==> src/rtl/core/yca_pkg.sv <==
package yca_pkg;

  localparam int MAX_PAIRS_DEF = 1024;
  localparam int MAX_ROWS_DEF  = 4096;

  localparam logic [11:0] LINE_WIDTH_RST   = 12'd640;
  localparam logic [12:0] FRAME_HEIGHT_RST = 13'd480;

  typedef enum logic [0:0] {
    CFG_LINE_WIDTH   = 1'b0,
    CFG_FRAME_HEIGHT = 1'b1
  } cfg_idx_t;

  typedef struct packed {
    logic [7:0] luma0;
    logic [7:0] cb_in;
    logic [7:0] luma1;
    logic [7:0] cr_in;
  } in_t;

  typedef struct packed {
    logic [7:0]  luma_a;
    logic [7:0]  luma_b;
    logic [11:0] row_index;
    logic [9:0]  pair_index;
    logic        chroma_valid;
    logic [7:0]  cb_mean;
    logic [7:0]  cr_mean;
    logic        frame_end;
  } out_t;

  // raster position of the item being accepted
  typedef struct packed {
    logic [11:0] row_index;
    logic [9:0]  pair_index;
    logic        odd;
    logic        frame_end;
  } pos_t;

endpackage

==> src/rtl/core/yca_pos.sv <==
module yca_pos #(
  parameter int MAX_PAIRS = yca_pkg::MAX_PAIRS_DEF,
  parameter int MAX_ROWS  = yca_pkg::MAX_ROWS_DEF
) (
  input  logic                                            clk,
  input  logic                                            rst_n,
  input  logic [11:0]                                     line_width,
  input  logic [12:0]                                     frame_height,
  input  logic                                            step,
  output yca_pkg::pos_t                                   pos,
  output logic [((MAX_PAIRS > 1) ? $clog2(MAX_PAIRS) : 1)-1:0] addr
);

  localparam int PW = (MAX_PAIRS > 1) ? $clog2(MAX_PAIRS) : 1;
  localparam int RW = $clog2(MAX_ROWS);

  logic [PW-1:0] pair_cnt_r, pair_cnt_nxt;
  logic [RW-1:0] row_cnt_r, row_cnt_nxt;
  logic [10:0]   half_w;
  logic [12:0]   pairs;
  logic [13:0]   rows_raw;
  logic [13:0]   rows;
  logic          last_pair;
  logic          last_row;

  always_comb begin
    half_w = line_width[11:1];
    if (half_w == 11'd0) begin
      pairs = 13'd1;
    end else if ({2'b00, half_w} > 13'(MAX_PAIRS)) begin
      pairs = 13'(MAX_PAIRS);
    end else begin
      pairs = {2'b00, half_w};
    end
    rows_raw = {1'b0, frame_height[12:1], 1'b0};
    if (rows_raw < 14'd2) begin
      rows = 14'd2;
    end else if (rows_raw > 14'(MAX_ROWS)) begin
      rows = 14'(MAX_ROWS);
    end else begin
      rows = rows_raw;
    end
  end

  assign last_pair = (13'(pair_cnt_r) + 13'd1) >= pairs;
  assign last_row  = (14'(row_cnt_r) + 14'd1) >= rows;

  always_comb begin
    pair_cnt_nxt = pair_cnt_r;
    row_cnt_nxt  = row_cnt_r;
    if (step) begin
      if (last_pair) begin
        pair_cnt_nxt = '0;
        row_cnt_nxt  = last_row ? '0 : row_cnt_r + RW'(1);
      end else begin
        pair_cnt_nxt = pair_cnt_r + PW'(1);
      end
    end
  end

  always_ff @(posedge clk) begin
    if (!rst_n) begin
      pair_cnt_r <= '0;
      row_cnt_r  <= '0;
    end else begin
      pair_cnt_r <= pair_cnt_nxt;
      row_cnt_r  <= row_cnt_nxt;
    end
  end

  assign pos.row_index  = 12'(row_cnt_r);
  assign pos.pair_index = 10'(pair_cnt_r);
  assign pos.odd        = row_cnt_r[0];
  assign pos.frame_end  = last_pair && last_row;
  assign addr           = pair_cnt_r;

  a_wrap_on_frame_end: assert property (@(posedge clk) disable iff (!rst_n)
    step && last_pair && last_row |=> pair_cnt_r == '0 && row_cnt_r == '0)
    else $error("counters did not wrap after frame end");

  a_pair_in_range: assert property (@(posedge clk) disable iff (!rst_n)
    1'b1 |-> int'(pair_cnt_r) < MAX_PAIRS)
    else $error("pair counter out of range");

endmodule

==> config.mk <==
export PLATFORM = sky130hd
export DESIGN_NAME = yca_pos
export DESIGN_NICKNAME = d
export VERILOG_FILES = /design/src/rtl/core/yca_pkg.sv /design/src/rtl/core/yca_pos.sv
export SDC_FILE = /design/constraint.sdc
export NUM_CORES = 1
export LEC_CHECK = 0
export ABC_AREA = 0
export BUFFER_PORTS_ARGS = -buffer_cell sky130_fd_sc_hd__buf_2
export CORE_ASPECT_RATIO = 0.5
export CORE_MARGIN = 5
export CORE_UTILIZATION = 52
export CTS_CLUSTER_SIZE = 12
export DETAILED_ROUTE_END_ITERATION = 16
export PLACE_DENSITY = 0.88
export SLEW_MARGIN = 40
export SYNTH_ARGS = -nofsm -noshare
export SYNTH_HDL_FRONTEND = slang
export SYNTH_SLANG_ARGS = --single-unit
==> constraint.sdc <==
create_clock -name clk -period 3.31 [get_ports clk]
set_input_delay 0.662 -clock clk [delete_from_list [all_inputs] [get_ports clk]]
set_output_delay 0.662 -clock clk [all_outputs]
set_load 0.01 [all_outputs]
# == Yosys cells after proc, flatten, opt, wreduce, memory -nomap -nowiden ==
# Index checks and enable logic that the tools add are counted.
# word_totals
inputBits,28
wordCells,20
reg_bits,22
# classes
muxes,6
reduce_logical,3
order_cmp,5
add_sub_neg,4
# ops
op,n
$mux W13,2
$mux W11,2
$ge A13 B14 Y1,1
$add A12 B1 Y13 const B,1
$ge A11 B13 Y1,1
$gt A13 B13 Y1 const B,1
$lt A13 B2 Y1 const B,1
$add A12 B1 Y12 const B,1
$mux W12,1
$add A10 B1 Y11 const B,1
$gt A11 B11 Y1 const B,1
$logic_not A11 Y1,1
$add A10 B1 Y10 const B,1
$mux W10,1
$reduce_and A2 Y1,1
$logic_and A1 B1 Y1,1

# == Longest topological paths before layout ==
# Gate-level depths: netlist of run 1.
# logic_depth
depth_word,5
mapped_depth,14

# == Worst setup path after synthesis of run 1 ==
# OpenSTA, ideal clock, no wires.
# synth_path
path_kind,register to output
start,reg row_cnt_r[0]
end,out pos[0] (netlist bit)
path_slack_ps,79
path_buffers,1
t_arrival_ps,2569
path_stages_with_launch,14
cell_sequence,dfxtp_1 ha_1 inv_1 nor3_2 nand3_2 or2_4 xnor2_1 ha_1 nand3_1 nor3_1 o21ai_0 and3_1 buf_2 nor2_1
# synth_lines
item,line,rtl
"start, declared",yca_pos.sv:18,"logic [RW-1:0] row_cnt_r, row_cnt_nxt;"
"start signal, assigned",yca_pos.sv:67,row_cnt_r <= row_cnt_nxt;
"end, declared",yca_pos.sv:10,"output yca_pkg::pos_t pos,"

==> impl_results.md, run 1 <==
* Area contributors post-synth: dfxtp_1 22%, ha_1 16%, nand2_1 7.5%, xnor2_1 5.2%, buf_4 4.1%
* CP Launch Type: input pin
* Clk_lat worst skew at 0.27 ns
* Mapped Cells at 255
* Worst Tran Pin Value at 0.599 ns
* Final Hold Violating Endpoints at 0
* Starting DRT DRC Count at 98
* Post-synth top flop: dfxtp_1
* Crit end category: output port
* Crit-path max FO at 5
* Setup CP Type: in -> out
* Hold Buf Count CTS at 0
* Worst Hold Launch: row_cnt_r[1]
* GRT Residual Overflow at 0
* Final setup fails at 0
* F_max at 304 MHz
* Netlist Area Pre-Place at 2000 sq um
* Number of global-route vias before repair at 2,018
* Num CTS Buffers at 3
* Antenna-violating nets left at 0
* Share of Yosys cell area claimed by the top area cell type at 0.220
* Initial antenna violation count at 0
* Number of distinct library cells after synthesis at 44
* Synth Net Count at 308
* Layout cell share with drive strength beyond 1 at 0.355
* Cell row count at 15
* CP max stage cell: nor4_2
* Crit-path cells: buf_2 -> nor4_2 -> a31oi_1 -> nor2_1 -> ha_1 -> a21boi_0 -> o21ai_1 -> o21ai_1 -> and3_4 -> nor2_1 -> buf_2
* Global-route wire length before repair at 9.26 mm
* Req. time, crit path at 2.65 ns
* Io pins at 62
* Hpwl dp at 4.12 mm
* RSZ-0062 raised after global routing: yes
* Top-count cell post-synth: nand2_1
* Synth area leader: dfxtp_1
* Critical Path Start: frame_height[11]
* Max-slew violations at 0
* Power Density at 256 nW/um^2
* Die Ht at 53.9 um
* Worst path max stage delay at 0.32 ns
* Clock buffer depth at 2
* Mapped Avg Cell Area at 7.86 sq um
* Max-slew headroom at 0.600
* GRT Total Usage at 0.215
* DRC at 0
* Total power at 0.642 mW
* Pin count of the biggest net entering global routing at 14
* Vias per inst at 5.77
* Via count at 2,101
* CP Data Arrival Time at 2.63 ns
* Synth cell count leaders: 40 x nand2_1, 25 x ha_1, 22 x dfxtp_1
* Total of max-cap violations at 0
* Worst min-delay path class: reg -> reg
* Clock root buffer: clkbuf_8
* Drt first pass iters at 4
* Leakage at 1.25 nW
* Ys async rst share at 0
* Final-stage net count at 367
* Antenna diode count at 0
* H-tree depth at 1
* YS warnings at 0
* Initial Utilization at 0.562
* RR Startpoint: addr[0]
* Sink Count at 22
* Routed WL per cell at 15.5 um
* Tcrit/Tclk final at 0.995
* CORE AREA at 3570 sq um
* Outcome: finished, final reports clean
* Final worst path period need at 3.29 ns
* Post-synth EDFFs at 0
* Layout overhead on the synthesized area at 25.0%
* Post-synthesis sequential area ratio at 0.220
* Routability Congestion at 0.895
* Clock skew at 0.00105 ns
* CTS tree: done
* Chip Width at 97.8 um
* #FFs+latches synth at 22
* IO Port Bufs at 59
* Die Area at 5270 sq um
* Clock slew seen by the registers of the worst setup and hold paths at 0.09 ns
* VDD IR max at 0.207 mV
* Setup_tns at 0 ns
* Total Wirelength at 5.63 mm
==> cell type report <==
class / instances / area (sq um)
inverters: 9 / 33.8
multi-input cells: 207 / 1490
clock inverters: 1 / 30.0
fillers: 298 / 1060
flip-flops and latches: 22 / 463
repair buffers: 71 / 385
clock buffers: 3 / 41.3
well taps: 51 / 63.8
==> worst paths after layout <==
| path | endpoint | slack [ns] | depth (start not counted) |
|---|---|---|---|
| max reg2reg | row_cnt_r[7] | 0.34 | 11 |
| min reg2reg | row_cnt_r[1] | 0.51 | 2 |
| max | pos[0] | 0.02 | 11 |
| min | row_cnt_r[1] | 0.51 | 2 |
==> per-layer routing <==
layer | routed length [um] | share of wire | global-route usage | vias up
li1 | - | - | - | 1024
met1 | 2370 | 0.42 | 0.259 | 986
met2 | 2770 | 0.49 | 0.400 | 82
met3 | 430 | 0.076 | 0.0453 | 9
met4 | 59 | 0.010 | 0.0621 | 0
met5 | 0 | 0 | 0 | -
==> cells in the final DEF (no fill, tap or decap), drive strengths merged, types with 2 or more instances in the layout <==
cell type,netlist,final
a211oi,2,2
nor4,4,4
or3,2,2
ha,25,25
xor2,5,5
dfxtp,22,22
o21ai,14,14
nor3,5,5
and3,7,7
inv,7,7
a21oi,12,12
buf,14,71
clkbuf,3,3
a31oi,4,4
nor2,21,21
nor2b,3,3
a21o,2,2
nand2,40,40
xnor2,12,12
clkinv,2,2
a31o,5,5
a22o,12,12
nand4,2,2
or2,2,2
nand2b,2,2
nand3,16,16
o22ai,2,2
==> where the power goes <==
group / internal, mW / switching (mW) / leakage (nW)
Combinational: 0.0484 / 0.0687 / 1.03
Sequential: 0.263 / 0.00294 / 0.183
Clock: 0.162 / 0.0973 / 0.0357
==> worst max-delay path, delay by kind of cell <==
kind	cells	cell delay, ns
and+or+nand+nor	4	0.78
AOI/OAI and AO/OA	4	0.68
adders and majority gates	1	0.28
buffers and inverters	2	0.25
==> flip-flops by register name, indices dropped and copies added (netlist names) <==
register   count
addr          10
row_cnt_r     12
==> cells by family after synthesis <==
| logic type | Yosys count | share of synthesized area |
|---|---|---|
| compound gates | 58 | 0.208 |
| xor+xnor | 17 | 0.0743 |
| fa+ha+maj | 25 | 0.156 |
| buf+inv | 26 | 0.0712 |
| flops | 22 | 0.220 |
| simple gates | 107 | 0.271 |
==> repair_timing <==
action / in CTS / in global routing
pin swaps: 1 / 5
setup buffers: 2 / 1
resized for setup: 17 / 10
endpoints found under the hold margin: 0 / 0
endpoints found under the setup margin: 1 / 8
==> through the flow <==
stage                util  instances  setup WS, ns  cell area, sq um  hold slack, ns
floorplan               -        255        0.0786              2000           0.523
global placement    0.651        357        0.0486              2320           0.505
detailed placement  0.651        357       -0.0841              2320           0.511
CTS                 0.691        363       0.00121              2460           0.513
global route        0.703        364        -0.143              2510           0.532
finish              0.703        364        0.0167              2510           0.510
Power figures use the tool's default switching activity.
==> inputs of run 2 (changes only) <==
Settings changed: ABC_AREA 0 to 1, CORE_UTILIZATION 52 to 53.
==> run 2 against run 1 <==
- clock skew up 0.0044 ns
- cell count grew 25%
- sequential power is 6% higher
- count of clock-buffer cells in the layout rose by 1
- global-route usage decreased by 3.1 points
- synthesized cell count grew 36%
- non-clock buffer count down 5
- combinational power grew 54%
- area after synthesis is 8.0% higher
==> impl_results.md, run 2 <==
* Outcome: finished, final reports clean (unchanged)
* Layout overhead on the synthesized area at 28.1% (was 25.0%)
* Total Wirelength at 5.24 mm (was 5.63 mm)
* Post-layout util at 0.707 (was 0.703)
* Die Ht at 55.2 um (was 53.9 um)
* Routed WL per cell at 11.5 um (was 15.5 um)
* Global-route wire length before repair at 8.27 mm (was 9.26 mm)
* Sink Count at 22 (unchanged)
* Max FFs per register at 12 (unchanged)
* Internal power at 0.452 mW (was 0.473 mW)
* Crit-path cells: buf_2 -> or2_4 -> nor3_4 -> nand3_4 -> nand2_4 -> nand2_2 -> ha_4 -> nand2_2 -> nor3_2 -> nand2_1 -> nand2_1 -> nor2_2 -> nand2_2 -> nand2_2 -> inv_2 -> buf_6 (was buf_2 -> nor4_2 -> a31oi_1 -> nor2_1 -> ha_1 -> a21boi_0 -> o21ai_1 -> o21ai_1 -> and3_4 -> nor2_1 -> buf_2)
* Most frequent cells in the layout: 82 x nand2_1, 58 x buf_2, 49 x nor2_1, 49 x inv_1, 21 x nand2_2 (was 59 x buf_2, 40 x nand2_1, 24 x ha_1)
* Starting DRT DRC Count at 45 (was 98)
* CTS tree: done (unchanged)
* Max-slew violations at 0 (unchanged)
* Synth cell count leaders: 94 x nand2_1, 53 x nor2_1, 51 x inv_1 (was 40 x nand2_1, 25 x ha_1, 22 x dfxtp_1)
* Antenna diode count at 0 (unchanged)
* Initial antenna violation count at 0 (unchanged)
* Dominant delay contributor by cell family on the critical path: simple AND/OR/NAND/NOR gates (unchanged)
* H-tree depth at 1 (unchanged)
* Mapped Cells at 347 (was 255)
* Post-synth top flop: dfxtp_1 (unchanged)
* Clock slew seen by the registers of the worst setup and hold paths at 0.08 ns (was 0.09 ns)
* P_sw at 0.208 mW (was 0.169 mW)
* CP max stage cell: or2_4 (was nor4_2)
* IO Port Bufs at 59 (unchanged)
* Clock power share at 0.301 (was 0.404)
* Via count at 2,257 (was 2,101)
* GRT Total Usage at 0.184 (was 0.215)
* Leakage at 1.54 nW (was 1.25 nW)
* Leading cell type in the layout, fill and taps excluded: nand2_1 (was buf_2)
* Clock skew at 0.00543 ns (was 0.00105 ns)
* Seq pwr share at 0.426 (was 0.414)
* Biggest register: row_cnt_r (unchanged)
* Mapped Avg Cell Area at 6.24 sq um (was 7.86 sq um)
* YS warnings at 0 (unchanged)
* Final setup fails at 0 (unchanged)
* Post-synthesis sequential area ratio at 0.203 (was 0.220)
* Tcrit/Tclk final at 0.988 (was 0.995)
* Vias per inst at 4.95 (was 5.77)
* Synth area leader: dfxtp_1 (unchanged)
* WP buf/inv at 3 (was 2)
* Worst Tran Pin Value at 0.403 ns (was 0.599 ns)
* Worst path max stage delay at 0.26 ns (was 0.32 ns)
* Chip Width at 100 um (was 97.8 um)
* Cell row count at 16 (was 15)
* CP Launch Type: input pin (unchanged)
* Number of global-route vias before repair at 1,986 (was 2,018)
* Share of Yosys cell area claimed by the top area cell type at 0.203 (was 0.220)
* WHS at 0.511 ns (was 0.510 ns)
* Synth Net Count at 400 (was 308)
* Number of distinct library cells after synthesis at 32 (was 44)
* Top-count cell post-synth: nand2_1 (unchanged)
* Initial Utilization at 0.552 (was 0.562)
* Clk_lat worst skew at 0.27 ns (about the same)
* Final worst path period need at 3.27 ns (was 3.29 ns)
* CP Data Arrival Time at 2.61 ns (was 2.63 ns)
* Comb pwr share at 0.273 (was 0.182)
* Clock buffer depth at 2 (unchanged)
* Antenna-violating nets left at 0 (unchanged)
* Layout cell share with drive strength beyond 1 at 0.321 (was 0.355)
* #FFs+latches synth at 22 (unchanged)
* Total of max-cap violations at 0 (unchanged)
* Area contributors post-synth: dfxtp_1 20%, nand2_1 16%, ha_1 14%, nor2_1 9.2%, inv_1 8.8% (was dfxtp_1 22%, ha_1 16%, nand2_1 7.5%, xnor2_1 5.2%, buf_4 4.1%)
* RSZ-0062 raised after global routing: yes (unchanged)
* Pin count of the biggest net entering global routing at 24 (was 14)
* Hpwl dp at 3.81 mm (was 4.12 mm)
* F_max at 306 MHz (was 304 MHz)
* Hold Buf Count CTS at 0 (unchanged)
* Die Area at 5540 sq um (was 5270 sq um)
* Final Hold Violating Endpoints at 0 (unchanged)
* Netlist Area Pre-Place at 2160 sq um (was 2000 sq um)
* DRC at 0 (unchanged)
* CORE AREA at 3920 sq um (was 3570 sq um)
* Crit-path max FO at 5 (unchanged)
* Io pins at 62 (unchanged)
* Max-slew headroom at 0.729 (was 0.600)
* Cell repeated most along the worst path: nand2_2
* Setup CP Type: in -> out (unchanged)
* Post-synth EDFFs at 0 (unchanged)
* # fillers at 329 (was 298)
* Num CTS Buffers at 3 (unchanged)
* Crit end category: output port (unchanged)
* Final-stage net count at 456 (was 367)
* VDD IR max at 0.130 mV (was 0.207 mV)
* Power Density at 238 nW/um^2 (was 256 nW/um^2)
* Worst min-delay path class: reg -> reg (unchanged)
* Ys async rst share at 0 (unchanged)
* Clock root buffer: clkbuf_8 (unchanged)
* Sw Share at 0.315 (was 0.263)
* Req. time, crit path at 2.65 ns (about the same)
* Drt first pass iters at 4 (unchanged)
* Routability Congestion at 0.851 (was 0.895)
* GRT Residual Overflow at 0 (unchanged)
* Total power at 0.660 mW (was 0.642 mW)
==> run 2: cell types whose count changed after synthesis, sizes merged, moves of 5 or more <==
| cell | change |
|---|---|
| nand2 | +65 |
| inv | +44 |
| nor2 | +36 |
| a22o | -12 |
| xnor2 | -10 |
| o21ai | -9 |
| and3 | -6 |
| xor2 | +6 |
| a31o | -5 |
==> run 2: what timing repair did <==
action | in CTS | in global routing
pin swaps | 1 | 19
endpoints found under the setup margin | 1 | 1
resized for setup | 5 | 45
gates cloned | 1 | 0
buffers inserted | 0 | 4
endpoints found under the hold margin | 0 | 0
==> run 2: power by group through the flow <==
stage	combinational, mW	clock, mW	sequential (mW)
after CTS	0.154	0.203	0.280
after detailed placement	0.151	0	0.287
after floorplan	0.0984	0	0.290
after global placement	0.148	0	0.287
after global routing	0.204	0.212	0.282
final	0.180	0.198	0.281
==> run 2: metrics by stage <==
step / std cells / instance area [sq um] / TNS [ns] / worst slack (ns)
floorplan: 347 / 2160 / 0 / 0.163
global placement: 447 / 2430 / 0 / 0.00809
detailed placement: 447 / 2430 / -0.0433 / -0.0433
CTS: 452 / 2510 / 0 / 0.0118
global route: 456 / 2770 / -0.100 / -0.100
finish: 456 / 2770 / 0 / 0.0383
==> run 2: final timing paths <==
| path | start | end | slack, ns | depth (start not counted) |
|---|---|---|---|---|
| setup / recovery | frame_height[9] | pos[0] | 0.04 | 16 |
| hold / removal | addr[3] | addr[3] | 0.51 | 2 |
| setup reg to reg | addr[1] | row_cnt_r[9] | 0.57 | 15 |
| hold reg to reg | addr[3] | addr[3] | 0.51 | 2 |
==> run 2: cell families (layout without fill, tap and decap cells) <==
logic type / Yosys count / after routing / synth area share
compound gates: 25 / 25 / 0.0630
xor+xnor: 13 / 13 / 0.0526
fa+ha+maj: 25 / 25 / 0.145
buf+inv: 68 / 122 / 0.143
flops: 22 / 22 / 0.203
simple gates: 194 / 195 / 0.393
==> run 2: layout make-up <==
cell class / instances / area, sq um / share of cell area
flip-flops and latches: 22 / 443 / 0.160
clock buffers: 4 / 55.1 / 0.0199
multi-input cells: 258 / 1660 / 0.598
repair buffers: 66 / 354 / 0.128
inverters: 52 / 195 / 0.0704
well taps: 54 / 67.6 / 0.0244
==> run 2: metal layers <==
| metal | vias to the layer above | GRT usage | wire length, um |
|---|---|---|---|
| li1 | 1184 | - | - |
| met1 | 998 | 0.231 | 2350 |
| met2 | 69 | 0.340 | 2550 |
| met3 | 6 | 0.0350 | 307 |
| met4 | 0 | 0.0336 | 39 |
| met5 | - | 0 | 0 |
==> run 2: tightest hold or removal path, cell delays in order, from the launching register on <==
cell and delay, ns:
dfxtp_1 0.34, nand2_1 0.07, a21oi_1 0.06
