[config.mk]
export PLATFORM = sky130hd
export DESIGN_NAME = yca_avg
export DESIGN_NICKNAME = d
export VERILOG_FILES = /design/src/rtl/core/yca_pkg.sv /design/src/rtl/core/yca_avg.sv
export SDC_FILE = /design/constraint.sdc
export NUM_CORES = 1
export LEC_CHECK = 0
export BUFFER_PORTS_ARGS = -buffer_cell sky130_fd_sc_hd__buf_4
export CORE_ASPECT_RATIO = 2
export CORE_MARGIN = 5
export CORE_UTILIZATION = 50
export CTS_CLUSTER_SIZE = 8
export DETAILED_ROUTE_END_ITERATION = 6
export GPL_TIMING_DRIVEN = 0
export PLACE_DENSITY_LB_ADDON = 0.08
export SKIP_LAST_GASP = 1
export SLEW_MARGIN = 20
export SYNTH_ARGS = -nofsm -noshare
export SYNTH_HDL_FRONTEND = slang
export SYNTH_SLANG_ARGS = --single-unit
[constraint.sdc]
create_clock -name clk -period 6.7 [get_ports clk]
set_input_delay 1.005 -clock clk [delete_from_list [all_inputs] [get_ports clk]]
set_output_delay 1.005 -clock clk [all_outputs]
set_load 0.05 [all_outputs]
[src/rtl/core/yca_pkg.sv]
package yca_pkg;

  localparam int MAX_PAIRS_DEF = 1024;
  localparam int MAX_ROWS_DEF  = 4096;

  localparam logic [11:0] LINE_WIDTH_RST   = 12'd640;
  localparam logic [12:0] FRAME_HEIGHT_RST = 13'd480;

  typedef enum logic [0:0] {
    CFG_LINE_WIDTH   = 1'b0,
    CFG_FRAME_HEIGHT = 1'b1
  } cfg_idx_t;

  typedef struct packed {
    logic [7:0] luma0;
    logic [7:0] cb_in;
    logic [7:0] luma1;
    logic [7:0] cr_in;
  } in_t;

  typedef struct packed {
    logic [7:0]  luma_a;
    logic [7:0]  luma_b;
    logic [11:0] row_index;
    logic [9:0]  pair_index;
    logic        chroma_valid;
    logic [7:0]  cb_mean;
    logic [7:0]  cr_mean;
    logic        frame_end;
  } out_t;

  // raster position of the item being accepted
  typedef struct packed {
    logic [11:0] row_index;
    logic [9:0]  pair_index;
    logic        odd;
    logic        frame_end;
  } pos_t;

endpackage

[src/rtl/core/yca_avg.sv]
module yca_avg (
  input  logic           clk,
  input  logic           rst_n,
  input  logic           accept,
  input  yca_pkg::in_t   in_item,
  input  yca_pkg::pos_t  in_pos,
  input  logic [15:0]    held,
  output logic           busy,
  output logic           out_valid,
  input  logic           out_stall,
  output yca_pkg::out_t  out_data
);

  logic          b_valid_r, b_valid_nxt;
  yca_pkg::in_t  b_item_r;
  yca_pkg::pos_t b_pos_r;
  logic          o_valid_r, o_valid_nxt;
  yca_pkg::out_t o_data_r, o_data_nxt;
  logic          c_free;
  logic          b_adv;
  logic [8:0]    cb_sum;
  logic [8:0]    cr_sum;

  assign c_free = !o_valid_r || !out_stall;
  assign b_adv  = b_valid_r && c_free;
  assign busy   = b_valid_r && !c_free;

  always_comb begin
    b_valid_nxt = b_valid_r;
    if (accept) begin
      b_valid_nxt = 1'b1;
    end else if (b_adv) begin
      b_valid_nxt = 1'b0;
    end
    o_valid_nxt = o_valid_r;
    if (b_adv) begin
      o_valid_nxt = 1'b1;
    end else if (!out_stall) begin
      o_valid_nxt = 1'b0;
    end
  end

  // stored line: Cb in low byte, Cr in high byte
  assign cb_sum = {1'b0, held[7:0]} + {1'b0, b_item_r.cb_in};
  assign cr_sum = {1'b0, held[15:8]} + {1'b0, b_item_r.cr_in};

  always_comb begin
    o_data_nxt.luma_a       = b_item_r.luma0;
    o_data_nxt.luma_b       = b_item_r.luma1;
    o_data_nxt.row_index    = b_pos_r.row_index;
    o_data_nxt.pair_index   = b_pos_r.pair_index;
    o_data_nxt.chroma_valid = b_pos_r.odd;
    o_data_nxt.cb_mean      = b_pos_r.odd ? cb_sum[8:1] : 8'd0;
    o_data_nxt.cr_mean      = b_pos_r.odd ? cr_sum[8:1] : 8'd0;
    o_data_nxt.frame_end    = b_pos_r.frame_end;
  end

  always_ff @(posedge clk) begin
    if (!rst_n) begin
      b_valid_r <= 1'b0;
      o_valid_r <= 1'b0;
    end else begin
      b_valid_r <= b_valid_nxt;
      o_valid_r <= o_valid_nxt;
    end
  end

  always_ff @(posedge clk) begin
    if (accept) begin
      b_item_r <= in_item;
      b_pos_r  <= in_pos;
    end
    if (b_adv) begin
      o_data_r <= o_data_nxt;
    end
  end

  assign out_valid = o_valid_r;
  assign out_data  = o_data_r;

  a_stage_holds: assert property (@(posedge clk) disable iff (!rst_n)
    b_valid_r && !c_free |=> b_valid_r && $stable(b_item_r) && $stable(b_pos_r))
    else $error("waiting item lost or changed");

  a_no_accept_when_busy: assert property (@(posedge clk) disable iff (!rst_n)
    busy |-> !accept)
    else $error("transfer taken while stage blocked");

  a_even_chroma_zero: assert property (@(posedge clk) disable iff (!rst_n)
    o_valid_r && !o_data_r.chroma_valid |-> o_data_r.cb_mean == 8'd0
      && o_data_r.cr_mean == 8'd0)
    else $error("chroma on even row");

endmodule

After elaboration in Yosys (flattened, before gate mapping) --
Index checks and enable logic that the tools add are counted.
Cells by class: add/sub/neg operators 2, eq/ne operators 1, reductions and logical operators 7, multiplexer cells 4
Operators by type and width (number):
- $add 8x8->9 | 2
- $mux 1 | 4
- $logic_not 1->1 | 3
- $logic_and 1x1->1 | 2
- $ne 2x1->1 const B | 1
- $reduce_bool 2->1 | 1
- $logic_or 1x1->1 | 1
Word-level totals: word-level logic and storage cells 32, input port bits 76, flip-flop bits (word level) 114, output and inout port bits 58

Depth between registers and ports, before layout --
Gate-level depths: netlist of the first run.
depth after elaboration 5, depth in mapped cells 6, mapped depth without buffers 6

Least setup slack after synthesis of the first run --
Ideal clock, no wire load.
path kind input to register, from input port out_stall, to register o_data_r (netlist bit out_data[0]), enable pin, data arrival time 5.101 ns, stages on the path 1, buffers on the path 0, required time 6.145 ns, path slack 1.044 ns, setup time 0.555 ns, cells stage by stage a21boi_0
On the way: word-level cells in the longest chain between the ends 3
RTL lines:
- start, declared | line yca_avg.sv:10 | input logic out_stall,
- $logic_not 1->1
- $logic_or 1x1->1 | line yca_avg.sv:24 | assign c_free = !o_valid_r || !out_stall;
- $logic_and 1x1->1 | line yca_avg.sv:25 | assign b_adv = b_valid_r && c_free;
- end signal, assigned | line yca_avg.sv:74 | o_data_r <= o_data_nxt;
- end, declared | line yca_avg.sv:18 | yca_pkg::out_t o_data_r, o_data_nxt;
No other way between the ends. A chain may end at the register's enable or synchronous reset.

Final worst setup path of the first run --
from input port out_stall, to output port busy
On the way: word-level cells in the longest chain between the ends 4
RTL lines:
- $logic_not 1->1
- $logic_or 1x1->1 | line yca_avg.sv:24
- $logic_not 1->1 | line yca_avg.sv:26 | assign busy = b_valid_r && !c_free;
- $logic_and 1x1->1 | line yca_avg.sv:26
- end, declared | line yca_avg.sv:8 | output logic busy,
No other way between the ends.

==> results of run 1 <==
state kept, by name (all words and copies together) (netlist names):
signal,flops
out_data,56
b_item_r,32
b_pos_r,24
b_valid_r,1
out_valid,1
power breakdown:
group          internal, W  leakage (nW)  total [W]  switching (W)
clock network     0.000579         0.277   0.000880       0.000301
logic            0.0000920          1.03   0.000233       0.000141
registers         0.000845          1.09   0.000859      0.0000141
total              0.00152          2.40    0.00197       0.000456
per-stage QoR:
step	setup WS, ns	instance area [um^2]	setup TNS, ns	hold WS (ns)
floorplan	1.044	4169	0	0.4003
detailed placement	3.903	5356	0	0.4045
global placement	-0.7918	5290	-44.23	0.4004
global route	4.147	5949	0	0.4225
CTS	4.166	5949	0	0.4161
finish	4.169	5949	0	0.4136
layout by cell type, fill, tap and decap left out, drive strengths merged, types with 4 or more instances in the layout:
master    count
clkinv        8
and2          8
mux2i         4
nor2         11
ha           14
nand2b        4
o21ai        15
a211oi        5
clkinvlp      4
buf         136
edfxtp      112
a21oi         8
nand2         5
clkbuf       18
how the worst min path moves through the flow:
stage,from,end,slack [ns]
after CTS,b_item_r[30]$_DFFE_PP_,out_data[54]$_DFFE_PP_,0.42
after floorplan,b_pos_r[0]$_DFFE_PP_,out_data[0]$_DFFE_PP_,0.40
after global routing,b_item_r[13]$_DFFE_PP_,out_data[45]$_DFFE_PP_,0.42
after global placement,b_item_r[8]$_DFFE_PP_,out_data[40]$_DFFE_PP_,0.40
after detailed placement,b_pos_r[3]$_DFFE_PP_,out_data[19]$_DFFE_PP_,0.40
final,b_item_r[30]$_DFFE_PP_,out_data[54]$_DFFE_PP_,0.41
layer usage:
layer / track usage, % / wire length, um / vias up
met5: 0 / 0 / -
met4: 6.473 / 123 / 0
met3: 9.579 / 857 / 10
met2: 29.51 / 4690 / 111
met1: 16.43 / 2531 / 1177
li1: - / - / 1165
layout make-up:
cell class	instances	area, um^2
Sequential cell	114	3403
Fill cell	580	2283
Timing Repair Buffer	135	1054
Multi-Input combinational cell	99	760.7
Clock buffer	17	425.4
Clock inverter	15	167.7
Tap cell	98	122.6
Buffer	2	8.758
Inverter	2	7.507
cells by family after synthesis:
family                   Yosys count  share of synthesized area (%)
flip-flops                       114                          81.63
AO/OA/AOI/OAI                     44                          7.263
AND/OR/NAND/NOR                   31                          3.752
adder cells (fa/ha/maj)           16                          5.162
XOR/XNOR                           4                         0.8405
buffers and inverters              4                         0.3900
multiplexers                       4                         0.9604
worst register-to-register path, stage by stage, from the launching register on:
cell and delay [ns]:
edfxtp_1 0.37, and2_1 0.16, fa_1 0.42, a211oi_1 0.42, o21a_1 0.20, o21ai_0 0.10, o211a_1 0.12
==> results.sh, run 1 <==
export IMPL_drv_cap=0
export IMPL_grt_ovfl_total=0
export IMPL_yosysMostFrequentCell="edfxtp_1"
export IMPL_worstSetupEndpoint="busy"
export IMPL_p_leak_nw=2.400
export IMPL_netlist_instances=217
export IMPL_crit_family="buffers and inverters"
export IMPL_p_per_area_mw_per_mm2=331.4
export IMPL_cp_start_kind="primary input"
export IMPL_irDropWorstVdd_mv=0.2655
export IMPL_period_share_pct=37.78
export IMPL_routed_via_density=5.110
export IMPL_synth_top_area_share_pct=80.67
export IMPL_skew_ns=0.007280
export IMPL_synth_edff_count=112
export IMPL_grt_max_degree=58
export IMPL_rsz0062_at_grt="false"
export IMPL_initial_core_util_pct=50.64
export IMPL_diodes=0
export IMPL_synth_area_leaders="edfxtp_1 81%, ha_1 4.2%, o21ai_0 1.8%, and2_1 1.2%, nor2_1 0.99%"
export IMPL_ys_seq_elements=114
export IMPL_first_global_vias=2650
export IMPL_crit_cells=3
export IMPL_r2r_slack_ns=4.67
export IMPL_power_w=0.001972
export IMPL_grt_pass1_wl_mm=12.81
export IMPL_min_path_type="reg2reg"
export IMPL_syn_avg_cell_area_um2=19.21
export IMPL_finalSetupViolations=0
export IMPL_timing_rr_start="b_item_r[16]$_DFFE_PP_"
export IMPL_yosysWarnings=0
export IMPL_min_period_ns=2.531
export IMPL_fp_dieW_um=74.57
export IMPL_core_area_mm2=0.008233
export IMPL_ys_seq_area_share_pct=81.63
export IMPL_areaGrowthSynthToFinish_pct=42.71
export IMPL_timing_rr_end="out_data[16]$_SDFFCE_PN0P_"
export IMPL_async_flop_share_pct=0
export IMPL_num_rows=47
export IMPL_postRouteWirelength_mm=8.203
export IMPL_ios=134
export IMPL_synth_ff_type="edfxtp_1"
export IMPL_fmax_mhz=395.1
export IMPL_dpl_hpwl_mm=5.850
export IMPL_globalRouteTotalUtil_pct=17.17
export IMPL_arrival_ns=1.53
export IMPL_drc=0
export IMPL_postCtsSetupBuffers=0
export IMPL_critPathMaxFanout=3
export IMPL_path_class="in2out"
export IMPL_synth_nets=309
export IMPL_clock_latency_ns=0.40
export IMPL_clockBufferDepth=2
export IMPL_drv_slew=0
export IMPL_drt_iter0_markers=95
export IMPL_syn_cell_area_mm2=0.004169
export IMPL_outcome="completed"
export IMPL_relSlewSlack_pct=50.62
export IMPL_cts_buffers_inserted=17
export IMPL_cts_resized=0
export IMPL_root_buffer="clkbuf_16"
export IMPL_hold_depth=0
export IMPL_clock_sinks=114
export IMPL_reg2reg_depth=6
export IMPL_layout_nets=463
export IMPL_path_cells="buf_4, and3_1, buf_4"
export IMPL_drt_first_pass_iters=6
export IMPL_die_h_um=139.1
export IMPL_htree_num_levels=4
export IMPL_ant_nets=0
export IMPL_cts_tree="done"
export IMPL_dp_cells=450
export IMPL_via_count=2463
export IMPL_port_buffer_count=133
export IMPL_path_buf_inv=2
export IMPL_drive_above_1_share_pct=43.75
export IMPL_fin_util_pct=72.26
export IMPL_cpMaxStageDelayCell="and3_1"
export IMPL_yosysTopAreaCell="edfxtp_1"
export IMPL_synth_cell_types=29
export IMPL_cts_hold_fix_buffers=0
export IMPL_hold_violations=0
export IMPL_wl_per_cell_um=17.02
export IMPL_worstPathRequired_ns=5.69
export IMPL_place_gp_congestion=0.8198
export IMPL_tightestPinTransition_ns=0.7407
export IMPL_cp_startpoint="out_stall"
export IMPL_synthTopCellsByCount="112 x edfxtp_1, 15 x o21ai_0, 14 x ha_1"
export IMPL_critPathMaxStageDelay_ns=0.20
export IMPL_clk_pin_slew_ns=0.05
export IMPL_antenna_found_initial=0
export IMPL_dieArea_mm2=0.01037
export IMPL_end_kind="output pin"
export IMPL_critPathMostFrequentCell="buf_4"
export IMPL_stdcell_count=482
Note: power is estimated with default switching activity, not from simulation.
==> inputs of run 2 (changes only) <==
- clock period: 6.7 -> 2.4 ns (I/O delays scaled with it)
==> run 2 against run 1 <==
Effect of this change: wire length fell by 1.7%; first-iteration DRC count increased by 2.1%; flip-flop and latch count unchanged; via count is 0.61% lower; clock skew grew 0.0016 ns; global-route usage is 0.43 points lower; power grew to 2.7 times the previous value; critical path depth rose by 3; combinational power grew to 2.8 times the previous value; non-clock buffer count did not move; hold slack lost 0.28 ns; core utilization fell by 0.38 points; critical path type is now reg2reg; largest cell class unchanged.
==> results.sh, run 2 (synthesis results as in run 1) <==
export IMPL_layout_common_cells="133 x buf_4, 112 x edfxtp_1, 17 x clkbuf_16"
export IMPL_irDropWorstVdd_mv=0.8336
export IMPL_cts_tree="done"
export IMPL_timing_rr_end="out_data[16]$_SDFFCE_PN0P_"
export IMPL_drive_above_1_share_pct=44.27
export IMPL_fmax_mhz=477.1
export IMPL_dpl_hpwl_mm=5.922
export IMPL_p_leak_nw=2.390
export IMPL_clock_latency_ns=0.40
export IMPL_path_class="reg2reg"
export IMPL_cts_resized=0
export IMPL_stdcell_count=482
export IMPL_grtUsageMet2_pct=28.72
export IMPL_clk_pin_slew_ns=0.06
export IMPL_outcome="completed"
export IMPL_globalRouteTotalUtil_pct=16.74
export IMPL_arrival_ns=2.24
export IMPL_grt_pass1_wl_mm=12.57
export IMPL_fillerInstances=565
export IMPL_hold_violations=0
export IMPL_fin_setup_tns_ns=0
export IMPL_port_buffer_count=133
export IMPL_regArea_mm2=0.003403
export IMPL_first_global_vias=2670
export IMPL_postRouteWirelength_mm=8.062
export IMPL_multi_input_area_um2=760.7
export IMPL_layout_nets=463
export IMPL_worstHoldEndpoint="b_item_r[14]$_DFFE_PP_"
export IMPL_skew_ns=0.008899
export IMPL_drt_iter0_markers=97
export IMPL_num_rows=47
export IMPL_cp_start_kind="flip-flop"
export IMPL_clock_sinks=114
export IMPL_worstPathRequired_ns=2.54
export IMPL_grt_ovfl_total=0
export IMPL_htree_num_levels=4
export IMPL_grt_max_degree=58
export IMPL_fin_util_pct=71.88
export IMPL_use_met1_pct=15.33
export IMPL_largest_reg_flops=56
export IMPL_routed_via_density=5.079
export IMPL_ios=134
export IMPL_p_per_area_mw_per_mm2=903.2
export IMPL_relSlewSlack_pct=51.03
export IMPL_initial_core_util_pct=50.64
export IMPL_period_share_pct=87.33
export IMPL_cts_hold_fix_buffers=0
export IMPL_place_gp_congestion=0.8099
export IMPL_hold_depth=1
export IMPL_min_period_ns=2.096
export IMPL_tightestPinTransition_ns=0.7345
export IMPL_ant_nets=0
export IMPL_grt_util_met3_pct=8.273
export IMPL_postCtsSetupBuffers=0
export IMPL_top_usage_layer="met2"
export IMPL_critPathMaxFanout=3
export IMPL_power_w=0.005345
export IMPL_end_kind="flip-flop"
export IMPL_antenna_found_initial=0
export IMPL_drt_first_pass_iters=5
export IMPL_fp_dieW_um=74.57
export IMPL_root_buffer="clkbuf_16"
export IMPL_drv_cap=0
export IMPL_core_area_mm2=0.008233
export IMPL_rsz0062_at_grt="false"
export IMPL_finalSetupViolations=0
export IMPL_via_count=2448
export IMPL_clockBufferDepth=2
export IMPL_timing_rr_start="b_item_r[16]$_DFFE_PP_"
export IMPL_areaGrowthSynthToFinish_pct=41.96
export IMPL_wl_per_cell_um=16.73
export IMPL_hold_start="in_item[14]"
export IMPL_r2r_slack_ns=0.30
export IMPL_reg2reg_depth=6
export IMPL_cts_buffers_inserted=17
export IMPL_drv_slew=0
export IMPL_dp_cells=450
export IMPL_min_path_type="in2reg"
export IMPL_dieArea_mm2=0.01037
export IMPL_drc=0
export IMPL_layout_commonest_cell="buf_4"
export IMPL_die_h_um=139.1
export IMPL_diodes=0
[run 2: cell count changes in the layout (fill, tap and decap cells not counted)]
| cell | change |
|---|---|
| bufinv_16 | -2 |
| clkinvlp_4 | -1 |
| clkinv_1 | -2 |
| clkinv_4 | +3 |
| inv_6 | +2 |
[run 2: layout make-up]
type,instances,share of cell area [%]
Buffer,2,0.1480
Clock buffer,17,7.188
Clock inverter,15,2.304
Inverter,2,0.1268
Multi-Input combinational cell,99,12.85
Sequential cell,114,57.51
Tap cell,98,2.072
Timing Repair Buffer,135,17.80
[run 2: power by group]
part / leakage, nW / total, W / switching [W] / internal (W)
sequential: 1.09 / 0.00239 / 0.0000381 / 0.00236
clock: 0.267 / 0.00230 / 0.000876 / 0.00143
combinational: 1.03 / 0.000648 / 0.000392 / 0.000256
[run 2: worst max path at each step]
stage | startpoint | to | slack (ns) | cells after the start
final | b_item_r[16]$_DFFE_PP_ | out_data[16]$_SDFFCE_PN0P_ | 0.30 | 6
after global routing | b_item_r[16]$_DFFE_PP_ | out_data[16]$_SDFFCE_PN0P_ | 0.16 | 6
after CTS | b_item_r[16]$_DFFE_PP_ | out_data[16]$_SDFFCE_PN0P_ | 0.34 | 6
after detailed placement | held[0] | out_data[16]$_SDFFCE_PN0P_ | 0.24 | 7
after global placement | out_stall | out_data[9]$_SDFFCE_PN0P_ | 0.14 | 2
after floorplan | out_valid$_SDFFE_PN0P_ | out_data[0]$_DFFE_PP_ | 0.40 | 1
[run 2: worst max-delay path, cell delays in order (launching register included)]
cell	delay [ns]
edfxtp_1	0.37
and2_1	0.16
fa_1	0.43
a211oi_1	0.45
o21a_1	0.22
o21ai_0	0.10
o211a_1	0.12
[run 2: metrics by stage]
| stage | area (um^2) | hold WS, ns | setup WS [ns] |
|---|---|---|---|
| finish | 5918 | 0.1338 | 0.3041 |
| global route | 5918 | 0.1122 | 0.1640 |
| CTS | 5918 | 0.1157 | 0.3438 |
| detailed placement | 5356 | 0.4045 | 0.2379 |
| global placement | 5301 | 0.4005 | 0.1432 |
| floorplan | 4180 | 0.4003 | 0.4028 |
[run 2: metal layers]
layer  vias to the layer above  wire length [um]
li1                       1164                 -
met5                         -                 0
met4                         0               163
met1                      1168              2517
met2                       104              4536
met3                        12               846
==> inputs of run 3 (changes only) <==
==> constraint.sdc (replaced) <==
create_clock -name clk -period 2.2 [get_ports clk]
set_input_delay 0.22 -clock clk [delete_from_list [all_inputs] [get_ports clk]]
set_output_delay 0.22 -clock clk [all_outputs]
set_load 0.05 [all_outputs]
==> run 3 against run 2 <==
Effect of this change: sequential share of layout area fell by 5.0 points; non-clock buffer count rose by 56; highest routed layer unchanged; via count rose by 9.3%; cell count rose by 12%; critical path depth did not move; combinational power rose by 23%.
==> results.sh, run 3 (synthesis results as in run 1) <==
export IMPL_core_area_mm2=0.008233
export IMPL_p_sw_w=0.001465
export IMPL_cp_startpoint="b_item_r[0]$_DFFE_PP_"
export IMPL_r2r_slack_ns=0.19
export IMPL_layout_nets=519
export IMPL_internal_power_w=0.004473
export IMPL_drt_first_pass_iters=4
export IMPL_fin_setup_tns_ns=0
export IMPL_relSlewSlack_pct=50.69
export IMPL_wl_per_cell_um=17.24
export IMPL_period_share_pct=91.19
export IMPL_drt_iter0_markers=93
export IMPL_reg2reg_depth=6
export IMPL_fp_dieW_um=74.57
export IMPL_drv_slew=0
export IMPL_path_cells="and2_1, fa_1, a211oi_1, o21a_1, o21ai_0, o211a_1"
export IMPL_layout_setup_ws_ns=0.1939
export IMPL_cts_buffers_inserted=17
export IMPL_irDropWorstVdd_mv=0.9437
export IMPL_end_kind="flip-flop"
export IMPL_skew_ns=0.007251
export IMPL_largest_reg_flops=56
export IMPL_port_buffer_count=133
export IMPL_fmax_mhz=498.5
export IMPL_drive_above_1_share_pct=38.86
export IMPL_p_per_area_mw_per_mm2=915.9
export IMPL_hold_violations=0
export IMPL_grt_ovfl_total=0
export IMPL_clkPwrFrac_pct=42.5
export IMPL_dieArea_mm2=0.01037
export IMPL_root_buffer="clkbuf_16"
export IMPL_cpMaxStageDelayCell="fa_1"
export IMPL_initial_core_util_pct=50.64
export IMPL_clock_latency_ns=0.40
export IMPL_clockBufferDepth=2
export IMPL_antenna_found_initial=0
export IMPL_worstSetupEndpoint="out_data[8]$_SDFFCE_PN0P_"
export IMPL_dpl_hpwl_mm=5.922
export IMPL_path_class="reg2reg"
export IMPL_p_leak_nw=2.625
export IMPL_die_h_um=139.1
export IMPL_diodes=0
export IMPL_timing_rr_start="b_item_r[0]$_DFFE_PP_"
export IMPL_cts_tree="done"
export IMPL_grt_max_degree=58
export IMPL_drc=0
export IMPL_dpl_worst_slack_ns=0.1595
export IMPL_finalSetupViolations=0
export IMPL_drv_cap=0
export IMPL_ant_nets=0
export IMPL_routed_via_density=4.974
export IMPL_switching_share_pct=24.67
export IMPL_grt_pass1_wl_mm=14.55
export IMPL_min_period_ns=2.006
export IMPL_timing_rr_end="out_data[8]$_SDFFCE_PN0P_"
export IMPL_cp_start_kind="flip-flop"
export IMPL_layout_commonest_cell="buf_4"
export IMPL_postRouteWirelength_mm=9.277
export IMPL_min_path_type="in2reg"
export IMPL_fillerInstances=473
export IMPL_num_rows=47
export IMPL_comb_power_share_pct=13.5
export IMPL_htree_num_levels=4
export IMPL_critPathMaxStageDelay_ns=0.42
export IMPL_ios=134
export IMPL_clk_pin_slew_ns=0.06
export IMPL_place_gp_congestion=0.8099
export IMPL_layout_common_cells="133 x buf_4, 112 x edfxtp_1, 56 x dlygate4sd3_1"
export IMPL_rsz0062_at_grt="false"
export IMPL_pwr_share_seq_pct=44.0
export IMPL_worstPathRequired_ns=2.35
export IMPL_arrival_ns=2.16
export IMPL_critPathMaxFanout=3
export IMPL_outcome="completed"
export IMPL_postCtsSetupBuffers=0
export IMPL_globalRouteTotalUtil_pct=19.33
export IMPL_via_count=2676
export IMPL_areaGrowthSynthToFinish_pct=55.52
export IMPL_clock_sinks=114
export IMPL_tightestPinTransition_ns=0.7396
export IMPL_first_global_vias=2959
## run 3: layout make-up
type	instances	area [um^2]	area share [%]
plain buffers	2	8.758	0.1351
multi-input cells	99	765.7	11.81
flip-flops and latches	114	3403	52.49
clock buffers	17	425.4	6.561
repair buffers	191	1614	24.89
well taps	98	122.6	1.891
clock inverters	15	136.4	2.103
inverters	2	7.507	0.1158
## run 3: how the worst min path moves through the flow
stage	slack, ns	depth (start not counted)	start	to
after global routing	0.04	2	rst_n	b_valid_r$_SDFFE_PN0P_
final	0.04	2	rst_n	b_valid_r$_SDFFE_PN0P_
after detailed placement	0.40	1	in_item[6]	b_item_r[6]$_DFFE_PP_
after CTS	0.02	2	rst_n	b_valid_r$_SDFFE_PN0P_
after floorplan	0.32	0	in_item[0]	b_item_r[0]$_DFFE_PP_
after global placement	0.40	1	in_pos[2]	b_pos_r[2]$_DFFE_PP_
## run 3: metal layers
| metal | GRT usage (%) | routed length, um |
|---|---|---|
| met5 | 0 | 0 |
| met4 | 7.505 | 132 |
| met3 | 8.491 | 874 |
| met2 | 33.92 | 5230 |
| met1 | 19.22 | 3040 |
## run 3: critical path, delay by kind of cell, from the launching register on
kind / cells / cell delay [ns]
AO/OA/AOI/OAI: 4 / 0.81
adder cells (fa/ha/maj): 1 / 0.42
flip-flops: 1 / 0.38
AND/OR/NAND/NOR: 1 / 0.16
## run 3: repair_timing
item | 4_1_cts | 5_1_grt
hold buffers | 56 | 0
setup endpoints to repair | 0 | 1
gates resized for setup | 0 | 1
endpoints found under the hold margin | 56 | 0
## run 3: power groups by stage
stage	clock [W]	sequential, W	combinational, W
3_5_place_dp	0	0.00266	0.000710
2_1_floorplan	0	0.00286	0.000216
6_report	0.00252	0.00262	0.000799
3_3_place_gp	0	0.00265	0.000681
5_1_grt	0.00268	0.00263	0.000858
4_1_cts	0.00256	0.00262	0.000794
## run 3: through the flow
stage / std cells / total power [W] / instance area, um^2 / util, % / hold WS, ns
6_report: 538 / 0.005938 / 6484 / 78.75 / 0.03638
5_1_grt: 538 / 0.006168 / 6484 / 78.75 / 0.03591
4_1_cts: 538 / 0.005968 / 6479 / 78.69 / 0.01664
3_5_place_dp: 450 / 0.003368 / 5356 / 65.06 / 0.3994
3_3_place_gp: 448 / 0.003333 / 5301 / 64.39 / 0.3980
2_1_floorplan: 217 / 0.003074 / 4180 / - / 0.3189
